--- config.mk ---
export PLATFORM = sky130hd
export DESIGN_NAME = sqd_code_dec
export DESIGN_NICKNAME = d
export VERILOG_FILES = /design/src/rtl/core/sqd_pkg.sv /design/src/rtl/core/sqd_code_dec.sv
export SDC_FILE = /design/constraint.sdc
export NUM_CORES = 1
export LEC_CHECK = 0
export ABC_AREA = 1
export BUFFER_PORTS_ARGS = -buffer_cell sky130_fd_sc_hd__buf_2
export CORE_MARGIN = 5
export CORE_UTILIZATION = 60
export DETAILED_ROUTE_END_ITERATION = 10
export GPL_ROUTABILITY_DRIVEN = 0
export GPL_TIMING_DRIVEN = 0
export PLACE_DENSITY_LB_ADDON = 0.25
export RECOVER_POWER = 100
export SKIP_CTS_REPAIR_TIMING = 1
export SLEW_MARGIN = 20
export SYNTH_ARGS = -nofsm -noshare
export SYNTH_HDL_FRONTEND = slang
export SYNTH_SLANG_ARGS = --single-unit
--- constraint.sdc ---
create_clock -name clk -period 5.8 [get_ports clk]
set_input_delay 0.29 -clock clk [delete_from_list [all_inputs] [get_ports clk]]
set_output_delay 0.29 -clock clk [all_outputs]
set_load 0.01 [all_outputs]
--- src/rtl/core/sqd_pkg.sv ---
// ----------------------------------------------------------------------------
// sqd_pkg: shared types and constants for the smallest-three quaternion decoder
// Fixed-point constants for the code scaling and the word handed along the
// square-root cell chain.
// ----------------------------------------------------------------------------
`default_nettype none

package sqd_pkg;

  // Input field layout
  localparam int CodeW = 10;
  localparam int IdxW  = 2;
  localparam int CompW = 16;

  // sqrt2 in Q2.30 and half of the scale divisor 2046 * 2^16
  localparam int unsigned Sqrt2Q30 = 32'd1518500250;
  localparam int unsigned HalfDen  = 32'd67043328;
  // Scaled product is shifted right by 17, then divided by 1023 through
  // multiplication by ceil(2^34 / 1023) and a right shift by 34.
  localparam int ShiftPre   = 17;
  localparam int RecipShift = 34;
  localparam int unsigned Recip1023 = 32'd16793617;

  // Center of the code range (2c - 1023)
  localparam logic [CodeW:0] CodeMid = 11'd1023;

  // 1.0 in Q2.28
  localparam logic [29:0] OneQ28 = 30'd268435456;

  // Root chain: one cell per result bit
  localparam int NumCells = 15;
  localparam int ArgW     = 2 * NumCells;
  localparam int RemW     = 18;
  localparam int RootW    = 16;

  // Word passed from cell to cell
  typedef struct packed {
    logic [ArgW-1:0]          arg;
    logic [RemW-1:0]          rem;
    logic [RootW-1:0]         root;
    logic signed [CompW-1:0]  q0;
    logic signed [CompW-1:0]  q1;
    logic signed [CompW-1:0]  q2;
    logic [IdxW-1:0]          big;
  } root_word_t;

endpackage

`default_nettype wire

--- src/rtl/core/sqd_code_dec.sv ---
// ----------------------------------------------------------------------------
// sqd_code_dec: 10-bit code to signed Q1.14 component
// Two-stage pipeline: scale by sqrt2 with rounding offset, then divide by
// 1023 with a reciprocal multiply and restore the sign.
// ----------------------------------------------------------------------------
`default_nettype none

module sqd_code_dec (
  input  wire logic                              clk,
  input  wire logic                              en,
  input  wire logic [sqd_pkg::CodeW-1:0]         code,
  output logic signed [sqd_pkg::CompW-1:0]       q
);

  logic [sqd_pkg::CodeW:0]    d_pos;
  logic [sqd_pkg::CodeW:0]    d_neg;
  logic [sqd_pkg::CodeW-1:0]  mag;
  logic [40:0]                scaled;
  logic [23:0]                pre_r;
  logic [23:0]                pre_nxt;
  logic                       neg_r;
  logic [48:0]                quot_full;
  logic [13:0]                quot;
  logic signed [sqd_pkg::CompW-1:0] q_r;
  logic signed [sqd_pkg::CompW-1:0] q_nxt;

  // stage 1: |2c - 1023| * sqrt2 + half divisor
  always_comb begin
    d_pos   = {code, 1'b0} - sqd_pkg::CodeMid;
    d_neg   = sqd_pkg::CodeMid - {code, 1'b0};
    mag     = code[sqd_pkg::CodeW-1] ? d_pos[sqd_pkg::CodeW-1:0] : d_neg[sqd_pkg::CodeW-1:0];
    scaled  = 41'(mag) * 41'(sqd_pkg::Sqrt2Q30) + 41'(sqd_pkg::HalfDen);
    pre_nxt = scaled[sqd_pkg::ShiftPre +: 24];
  end

  always_ff @(posedge clk) begin
    if (en) begin
      pre_r <= pre_nxt;
      neg_r <= ~code[sqd_pkg::CodeW-1];
    end
  end

  // stage 2: divide by 1023, exact for 24-bit dividends
  always_comb begin
    quot_full = 49'(pre_r) * 49'(sqd_pkg::Recip1023);
    quot      = quot_full[sqd_pkg::RecipShift +: 14];
    q_nxt     = neg_r ? -$signed({2'b00, quot}) : $signed({2'b00, quot});
  end

  always_ff @(posedge clk) begin
    if (en) begin
      q_r <= q_nxt;
    end
  end

  assign q = q_r;

endmodule

`default_nettype wire

==> summary.md <==
| Metric | Value |
|---|---|
| Syn Area/Cell | 6.70 µm² |
| ANT cells | 0 |
| Post-Syn Area | 0.0125 mm² |
| Most used DFF post-synth | edfxtp_1 |
| H-tree depth | 2 |
| DRC Markers | 0 |
| Drt wl/cell | 15.1 µm |
| Initial Util | 0.613 |
| Share of layout cells above drive strength 1 | 0.0729 |
| Minimum clock period | 5.50 ns |
| Critical path capture point type | register |
| Leading cell types by count after synthesis | nand2_1 (529), inv_1 (442), ha_1 (278) |
| GRT overflow | 0 |
| CP arrival | 5.55 ns |
| Worst path required time | 5.84 ns |
| Num CTS Buffers | 5 |
| Flops & latches, synth | 41 |
| First-pass GRT wire length | 53100 µm |
| Max-cap violations | 0 |
| Post-Route Utilization | 0.657 |
| Tcrit/Tclk final | 0.949 |
| Measured slew at the worst slew-check pin | 0.973 ns |
| Top cell type's share of synthesized area | 0.278 |
| Setup Skew | 0.00573 ns |
| Largest net degree at the start of global routing | 42 |
| Seq/Total Area, Yosys | 0.0983 |
| CTS tree | yes |
| Ranking of synthesized cells by area | ha_1 (28%), nand2_1 (16%), inv_1 (13%), fa_1 (10%), edfxtp_1 (9.8%) |
| Vias in the first global route | 11100 |
| Post-Synthesis Cells | 1871 |
| GRT Overall Usage | 0.274 |
| Post-DP HPWL | 28600 µm |
| Dominant cell type by area after synthesis | ha_1 |
| Initial antenna violation count | 0 |
| CP max FO | 10 |
| Final Setup Violations | 0 |
| Hold Crit Class | in -> reg |
| Distinct cells, synth | 41 |
| Worst Setup Path Type | in -> reg |
| Die H | 155 µm |
| Crit path max-delay cell type | fa_1 |
| NumNets Final | 2261 |
| Synthesis-to-finish area growth | 7.18% |
| Post-Place Cells | 2167 |
| Root Buffer | clkbuf_16 |
| IO buf count | 26 |
| Die X | 155 µm |
| Crit path largest cell delay | 0.62 ns |
| IO Pins | 28 |
| Site Rows | 52 |
| Antenna viol nets, final | 0 |
| Clock sinks | 41 |
| FMAX | 182 MHz |
| FFs w/ async S/R, synth | 0 |
| Post-route insts no fill | 2178 |
| DR vias/cell | 5.35 |
| Via count | 11600 |
| DR iter-0 viols | 757 |
| YS warnings | 0 |
| Max Root-Sink Buffers | 2 |
| Syn_nets | 2225 |
| Number of synthesized flops with an enable pin | 41 |
| Most used cell, CP | nand2_1 |
| Iteration count of the initial detailed-routing pass | 5 |
| Max_slew headroom | 0.351 |
| Clock insertion delay at the later pin of the skew report | 0.29 ns |
| DIE AREA | 0.0239 mm² |
| Core area | 0.0204 mm² |
| Clock transition at path regs | 0.06 ns |
| Top-count cell post-synth | nand2_1 |
| Final slew viol count | 0 |
| Fill count | 1861 |
| Fin. Hold Viols | 0 |
| Critical path launch point type | input port |
| Final wirelength | 33000 µm |
| Final setup TNS | 0 ns |
| Outcome | finished, final reports clean |
-- layout by cell type, fill, tap and decap left out, types with 4 or more instances in the layout --
cell       synthesis  routed
nand2_1          529     528
xnor2_1           20      13
nand3_2            7       7
buf_2              1      26
a31oi_1            5       5
nand2_2           31      32
xnor2_4            1       6
fa_1              64      64
nor2_4             5       5
o21bai_1          16      15
nand4_1           20      20
nor3_1            11      11
inv_1            442     442
nand2_4            4       4
inv_2              7       7
xor2_1            24      21
nand3_1           80      80
nand3b_1           7       7
a21oi_2            0       4
a21oi_1           55      51
nor2_2            14      16
edfxtp_1          41      41
nor3_2             4       4
ha_1             278     274
o21ai_0           28      28
clkbuf_16          0       5
nor2_1           151     149
-- layer usage --
layer	global-route usage	routed length [µm]	part of all wire	vias up
met1	0.337	13700	0.41	5337
met4	0.118	1390	0.042	0
li1	-	-	-	5875
met2	0.495	16400	0.50	349
met5	0	0	0	-
met3	0.0179	1500	0.045	87
-- sequential cells by signal (all words and copies together) (netlist names) --
name   flops
q         16
pre_r     24
neg_r      1
-- worst max-delay path: cells and delay by family --
kind	cells	cell delay (ns)
xor+xnor	1	0.18
compound gates	1	0.21
simple gates	13	1.20
fa+ha+maj	7	2.90
buf+inv	8	0.75
-- cell type report --
cell class	instances	area, µm²	share of cell area
clock inverter	3	68.8	0.00512
timing repair buffer	29	153	0.0114
multi-input combinational	1377	9790	0.729
inverter	449	1690	0.126
buffer	4	38.8	0.00289
clock buffer	5	125	0.00932
tap	270	338	0.0252
sequential	41	1230	0.0917
-- path summary, 6_finish.rpt --
| kind | start | end | slack [ns] | depth (start not counted) |
|---|---|---|---|---|
| setup / recovery | code[9] | pre_r[23] | 0.30 | 30 |
| hold / removal | code[9] | neg_r | 0.49 | 3 |
| setup reg to reg | pre_r[19] | q[12] | 0.41 | 24 |
| hold reg to reg | pre_r[23] | q[13] | 0.91 | 4 |
-- stage by stage --
step                      setup slack (ns)  area [µm²]  hold slack, ns
after floorplan                      0.332       12500           0.402
after global placement              -0.471       13000           0.702
after detailed placement            -0.530       13000           0.702
after CTS                           -0.257       13200           0.503
after global routing               -0.0101       13400           0.497
final                                0.295       13400           0.491
-- logic make-up after synthesis --
kind of cell | Yosys count | share of synthesized area
AO/OA/AOI/OAI | 117 | 0.0535
XOR/XNOR | 45 | 0.0330
adder cells (fa/ha/maj) | 342 | 0.380
buffers and inverters | 453 | 0.136
flip-flops | 41 | 0.0983
AND/OR/NAND/NOR | 873 | 0.299
Power is not shown: default switching activity piles up to over one toggle a cycle in this logic, so the estimate is an artifact.
