==> src/rtl/core/sqd_pkg.sv <==
// ----------------------------------------------------------------------------
// sqd_pkg: shared types and constants for the smallest-three quaternion decoder
// Fixed-point constants for the code scaling and the word handed along the
// square-root cell chain.
// ----------------------------------------------------------------------------
`default_nettype none

package sqd_pkg;

  // Input field layout
  localparam int CodeW = 10;
  localparam int IdxW  = 2;
  localparam int CompW = 16;

  // sqrt2 in Q2.30 and half of the scale divisor 2046 * 2^16
  localparam int unsigned Sqrt2Q30 = 32'd1518500250;
  localparam int unsigned HalfDen  = 32'd67043328;
  // Scaled product is shifted right by 17, then divided by 1023 through
  // multiplication by ceil(2^34 / 1023) and a right shift by 34.
  localparam int ShiftPre   = 17;
  localparam int RecipShift = 34;
  localparam int unsigned Recip1023 = 32'd16793617;

  // Center of the code range (2c - 1023)
  localparam logic [CodeW:0] CodeMid = 11'd1023;

  // 1.0 in Q2.28
  localparam logic [29:0] OneQ28 = 30'd268435456;

  // Root chain: one cell per result bit
  localparam int NumCells = 15;
  localparam int ArgW     = 2 * NumCells;
  localparam int RemW     = 18;
  localparam int RootW    = 16;

  // Word passed from cell to cell
  typedef struct packed {
    logic [ArgW-1:0]          arg;
    logic [RemW-1:0]          rem;
    logic [RootW-1:0]         root;
    logic signed [CompW-1:0]  q0;
    logic signed [CompW-1:0]  q1;
    logic signed [CompW-1:0]  q2;
    logic [IdxW-1:0]          big;
  } root_word_t;

endpackage

`default_nettype wire

==> src/rtl/core/sqd_root_cell.sv <==
// ----------------------------------------------------------------------------
// sqd_root_cell: one digit of the restoring square root
// Takes the next two argument bits into the remainder, tries root bit one,
// and hands the word to the next cell.
// ----------------------------------------------------------------------------
`default_nettype none

module sqd_root_cell (
  input  wire logic                clk,
  input  wire logic                rst_n,
  input  wire logic                en,
  input  wire logic                in_vld,
  input  wire sqd_pkg::root_word_t in_word,
  output logic                     out_vld,
  output sqd_pkg::root_word_t      out_word
);

  logic [sqd_pkg::RemW-1:0]  rem_sh;
  logic [sqd_pkg::RemW-1:0]  trial;
  logic                      take;
  logic                      vld_r;
  sqd_pkg::root_word_t       word_r;
  sqd_pkg::root_word_t       word_nxt;

  // trial subtract of (4*root + 1)
  always_comb begin
    rem_sh   = {in_word.rem[sqd_pkg::RemW-3:0], in_word.arg[sqd_pkg::ArgW-1 -: 2]};
    trial    = {in_word.root, 2'b01};
    take     = (rem_sh >= trial);
    word_nxt = in_word;
    word_nxt.arg  = {in_word.arg[sqd_pkg::ArgW-3:0], 2'b00};
    word_nxt.rem  = take ? (rem_sh - trial) : rem_sh;
    word_nxt.root = {in_word.root[sqd_pkg::RootW-2:0], take};
  end

  always_ff @(posedge clk) begin
    if (!rst_n) begin
      vld_r <= 1'b0;
    end else if (en) begin
      vld_r <= in_vld;
    end
  end

  always_ff @(posedge clk) begin
    if (en) begin
      word_r <= word_nxt;
    end
  end

  assign out_vld  = vld_r;
  assign out_word = word_r;

endmodule

`default_nettype wire

==> config.mk <==
export PLATFORM = sky130hd
export DESIGN_NAME = sqd_root_cell
export DESIGN_NICKNAME = d
export VERILOG_FILES = /design/src/rtl/core/sqd_pkg.sv /design/src/rtl/core/sqd_root_cell.sv
export SDC_FILE = /design/constraint.sdc
export NUM_CORES = 1
export LEC_CHECK = 0
export BUFFER_PORTS_ARGS = -buffer_cell sky130_fd_sc_hd__buf_2
export CORE_MARGIN = 3
export CORE_UTILIZATION = 46
export CTS_CLUSTER_DIAMETER = 150
export DETAILED_ROUTE_END_ITERATION = 8
export PLACE_DENSITY = 0.77
export REMOVE_ABC_BUFFERS = 1
export SYNTH_ARGS = -nofsm -noshare
export SYNTH_HDL_FRONTEND = slang
export SYNTH_SLANG_ARGS = --single-unit
==> constraint.sdc <==
create_clock -name clk -period 2.9 [get_ports clk]
set_clock_uncertainty 0.2 [all_clocks]
set_input_delay 0 -clock clk [delete_from_list [all_inputs] [get_ports clk]]
set_output_delay 0 -clock clk [all_outputs]
set_load 0.01 [all_outputs]
==> reports/metrics.yaml, run 1 <==
clock_network:
  cts_inserted_buffers: 17
  postCtsHoldBufs: 137
  post_cts_buffers: 0
  cts_buffer_depth: 2
  htree_levels: 4
  clock-sinks: 113
  ctsResizeCount: 0
  clock-root-buffer: "clkbuf_8"
place:
  hpwl_microns: 9170
  io_buffers: 228
  gp_congestion: 0.818
logic_synthesis:
  synth_flop_cell: "edfxtp_1"
  synth.avg_cell_area_sq_um: 16.4
  synthArstFlopShare: 0
  yosysWarnings: 0
  syn_inst: 287
  ys_types: 47
  yosysSeqAreaShare: 0.719
  synth_area_sq_um: 4700
  ys_ff_latch: 113
  synth_edf_count: 112
die:
  start_util: 0.477
  rows: 36
  pin_count: 233
  die_h_microns: 107
  die_x_microns: 107
outcome:
  stop_stage: "clock tree synthesis"
  status: "aborted with a tool error"
  error: "[ERROR RSZ-0060] Max buffer count reached."
==> through the flow <==
step | utilization | instances | worst slack, ns | area (sq um) | hold WS, ns
3_3_place_gp | 0.611 | 649 | 0.420 | 6030 | -0.0231
2_1_floorplan | - | 283 | 0.551 | 4670 | -0.101
3_5_place_dp | 0.611 | 649 | 0.346 | 6030 | -0.0217
==> cells in the mapped netlist, types with 2 or more instances <==
| cell type | count | area [sq um] |
|---|---|---|
| o21ai_0 | 9 | 45.0 |
| a21oi_2 | 4 | 35.0 |
| ha_1 | 18 | 225 |
| nor2b_1 | 2 | 12.5 |
| xor2_1 | 6 | 52.6 |
| o21a_1 | 2 | 15.0 |
| mux2_2 | 9 | 101 |
| and4_1 | 3 | 26.3 |
| mux2_4 | 7 | 105 |
| xnor2_1 | 7 | 61.3 |
| nand2b_1 | 3 | 18.8 |
| a21o_1 | 3 | 22.5 |
| buf_6 | 2 | 22.5 |
| mux2i_1 | 2 | 20.0 |
| a211oi_1 | 2 | 15.0 |
| nand2_1 | 10 | 37.5 |
| o211ai_1 | 2 | 15.0 |
| o2111ai_1 | 2 | 17.5 |
| inv_1 | 23 | 86.3 |
| a31oi_1 | 3 | 18.8 |
| nor2_1 | 13 | 48.8 |
| edfxtp_1 | 112 | 3360 |
| nor3_1 | 5 | 25.0 |
| a21oi_1 | 12 | 60.1 |
| buf_4 | 2 | 15.0 |
| nand3_1 | 3 | 15.0 |
==> cell families after synthesis <==
| group | synth area share |
|---|---|
| XOR/XNOR | 0.0242 |
| AO/OA/AOI/OAI | 0.0811 |
| flip-flops | 0.719 |
| multiplexers | 0.0481 |
| buffers and inverters | 0.0274 |
| AND/OR/NAND/NOR | 0.0513 |
| other | 0.000797 |
| adder cells (fa/ha/maj) | 0.0479 |
==> inputs of run 2 (changes only) <==
--- a/config.mk
+++ b/config.mk
@@ -7,10 +7,9 @@
 export LEC_CHECK = 0
 export BUFFER_PORTS_ARGS = -buffer_cell sky130_fd_sc_hd__buf_2
 export CORE_MARGIN = 3
-export CORE_UTILIZATION = 46
-export CTS_CLUSTER_DIAMETER = 150
+export CORE_UTILIZATION = 40
 export DETAILED_ROUTE_END_ITERATION = 8
-export PLACE_DENSITY = 0.77
+export PLACE_DENSITY_LB_ADDON = 0.15
 export REMOVE_ABC_BUFFERS = 1
 export SYNTH_ARGS = -nofsm -noshare
 export SYNTH_HDL_FRONTEND = slang
==> reports/metrics.yaml, run 2 <==
global_route:
  top_usage_layer: "met2"
  met1_usage: 0.226
  grt_usage: 0.203
  grt.met3_usage: 0.0714
  grt_max_degree: 50
  grt_pass1_vias: 3896
  grt_pass1_wl_microns: 20100
  gr-usage-met2: 0.365
  grt_overflow: 0
  antenna_found_initial: 0
logic_synthesis:
  synth_flop_cell: "edfxtp_1"
  synth-simple-area-share: 0.0513  # unchanged
  yosysSeqAreaShare: 0.719  # unchanged
  synth.area.top_cells: "edfxtp_1, ha_1, mux2_4"
  yosysWarnings: 0  # unchanged
  synthMuxAreaShare: 0.0481  # unchanged
  ys_ff_latch: 113  # unchanged
  synth_edf_count: 112  # unchanged
  yosys-top-cells-count: "edfxtp_1, inv_1, ha_1, nor2_1, a21oi_1"
  yosysTopAreaCell: "edfxtp_1"
  yosys.area_share.adder: 0.0479  # unchanged
  syn_inst: 287  # unchanged
  synthArstFlopShare: 0  # unchanged
  synth_top_family_by_area: "compound AO/OA/AOI/OAI gates"
  synth-compound-area-share: 0.0811  # unchanged
  yosys.cell_count.top_type: "edfxtp_1"
  synth_top_cell_area_share: 0.715  # unchanged
  ys_types: 47  # unchanged
  synth_area_sq_um: 4700  # unchanged
  synth-xor-area-share: 0.0242  # unchanged
  synth.avg_cell_area_sq_um: 16.4  # unchanged
die:
  dieArea_sq_um: 13100
  start_util: 0.421  # -0.0559
  core_area_sq_um: 11200
  pin_count: 233  # unchanged
  rows: 38  # +5.6%
  die_x_microns: 114  # +6.8%
  die_h_microns: 114  # +6.8%
finish:
  largest_reg_flops: 112
  diodes: 0
  finalNonFillerCells: 801
  final_nets: 784
  drive_gt1_frac: 0.436
  final_core_util: 0.689
  final_cell_mix: "buf_2, dlygate4sd3_1, edfxtp_1, inv_1, ha_1"
  area_delta_synth_final_pct: 63.6
  final_common_cell: "buf_2"
timing:
  min_period_over_period: 0.900
  timing.hold.ws_ns: 0.101
  rsz0062_at_grt: "false"
  finalMaxSlewViolations: 0
  setup_viol: 0
  finalSetupTns_ns: 0
  slew_headroom: 0.593
  hold_viol_final: 0
  finalCriticalPeriod_ns: 2.61
  worstMarginPinSlew_ns: 0.606
  fmax_ghz: 0.383
  layout_setup_ws_ns: 0.289
clock_network:
  clk_pin_slew_ns: 0.05
  post_cts_buffers: 0  # unchanged
  cts_buffer_depth: 2  # unchanged
  ctsResizeCount: 0  # unchanged
  clock-sinks: 113  # unchanged
  htree_levels: 4  # unchanged
  insertion_delay_ns: 0.40
  clock-root-buffer: "clkbuf_16"
  cts_tree: "done"
  cts_inserted_buffers: 17  # unchanged
routing:
  drt_iter0_markers: 178
  firstDrtPassIters: 4
  ant_nets: 0
  vias_per_cell: 4.64
  routed_wirelength_microns: 13000
  vias: 3714
  drc: 0
  wl_per_cell_microns: 16.3
critical_path:
  critPathKind: "input pin to register"
  cp-start-kind: "input pin"
  arrival_ns: 2.57
  cp-end-kind: "register"
  cp_max_fo: 5
  required_ns: 2.86
place:
  hpwl_microns: 8710  # -5.1%
  dpl.cell_count: 655  # +0.92%
  dp_slack_ns: 0.440  # +0.0938 ns
  io_buffers: 228  # unchanged
  gp_congestion: 0.830  # +1.5%
outcome:
  status: "finished clean"
power:
  ir_worst_vdd_mv: 0.542
  power_density_nw_per_um2: 604
  p_leak_nw: 3.38
flow_run:
  cap_violations: 0
hold_path:
  hold_path_class: "input pin to register"
## run 2: cell counts after synthesis
No cell type changed its count.
## run 2: final timing paths
kind | from | cells past startpoint | slack, ns | end
max | in_word[57] | 10 | 0.29 | out_word[82]$_DFFE_PP_
min | in_word[108] | 2 | 0.10 | out_word[110]$_DFFE_PP_
max reg2reg | out_vld$_SDFFE_PN0P_ | 3 | 1.55 | out_vld$_SDFFE_PN0P_
min reg2reg | out_vld$_SDFFE_PN0P_ | 3 | 0.86 | out_vld$_SDFFE_PN0P_
## run 2: timing repair
| action | in CTS | in global routing |
|---|---|---|
| endpoints found under the hold margin | 153 | 0 |
| endpoints found under the setup margin | 0 | 0 |
| hold buffers | 114 | 0 |
## run 2: layout make-up
class                   instances  area (sq um)
clock buffers                  20           437
clock inverters                12          93.8
fillers                       815          3470
inverters                      23          86.3
multi-input cells             147          1200
flip-flops and latches        113          3380
well taps                     140           175
repair buffers                346          2330
## run 2: power by group
part           switching [W]  internal (W)
Clock               0.000693       0.00116
Combinational       0.000387      0.000400
Sequential         0.0000375       0.00197
## run 2: kinds of logic after synthesis
group           count (synthesis)
xor+xnor                       13
compound gates                 51
other cells                     1
buf+inv                        28
fa+ha+maj                      18
simple gates                   45
mux                            18
flops                         113
## run 2: layer usage
layer	vias up	routed length, microns
met5	-	0
met4	0	166
met2	155	6940
li1	1815	-
met3	14	929
met1	1730	5010
## run 2: critical path, stage by stage
cell and delay [ns]:
dlygate4sd3_1 0.56, buf_2 0.13, inv_1 0.04, ha_1 0.36, a21oi_2 0.26, o221ai_1 0.16
a2111oi_0 0.41, o22ai_1 0.19, xor2_1 0.18, mux2_4 0.27
## run 2: through the flow
step / power (W) / instance area [sq um]
detailed placement: 0.00270 / 6030
global route: 0.00486 / 7700
floorplan: 0.00238 / 4670
CTS: 0.00468 / 7700
finish: 0.00465 / 7700
global placement: 0.00269 / 6030
No activity file was read; power rests on OpenSTA's default activity.
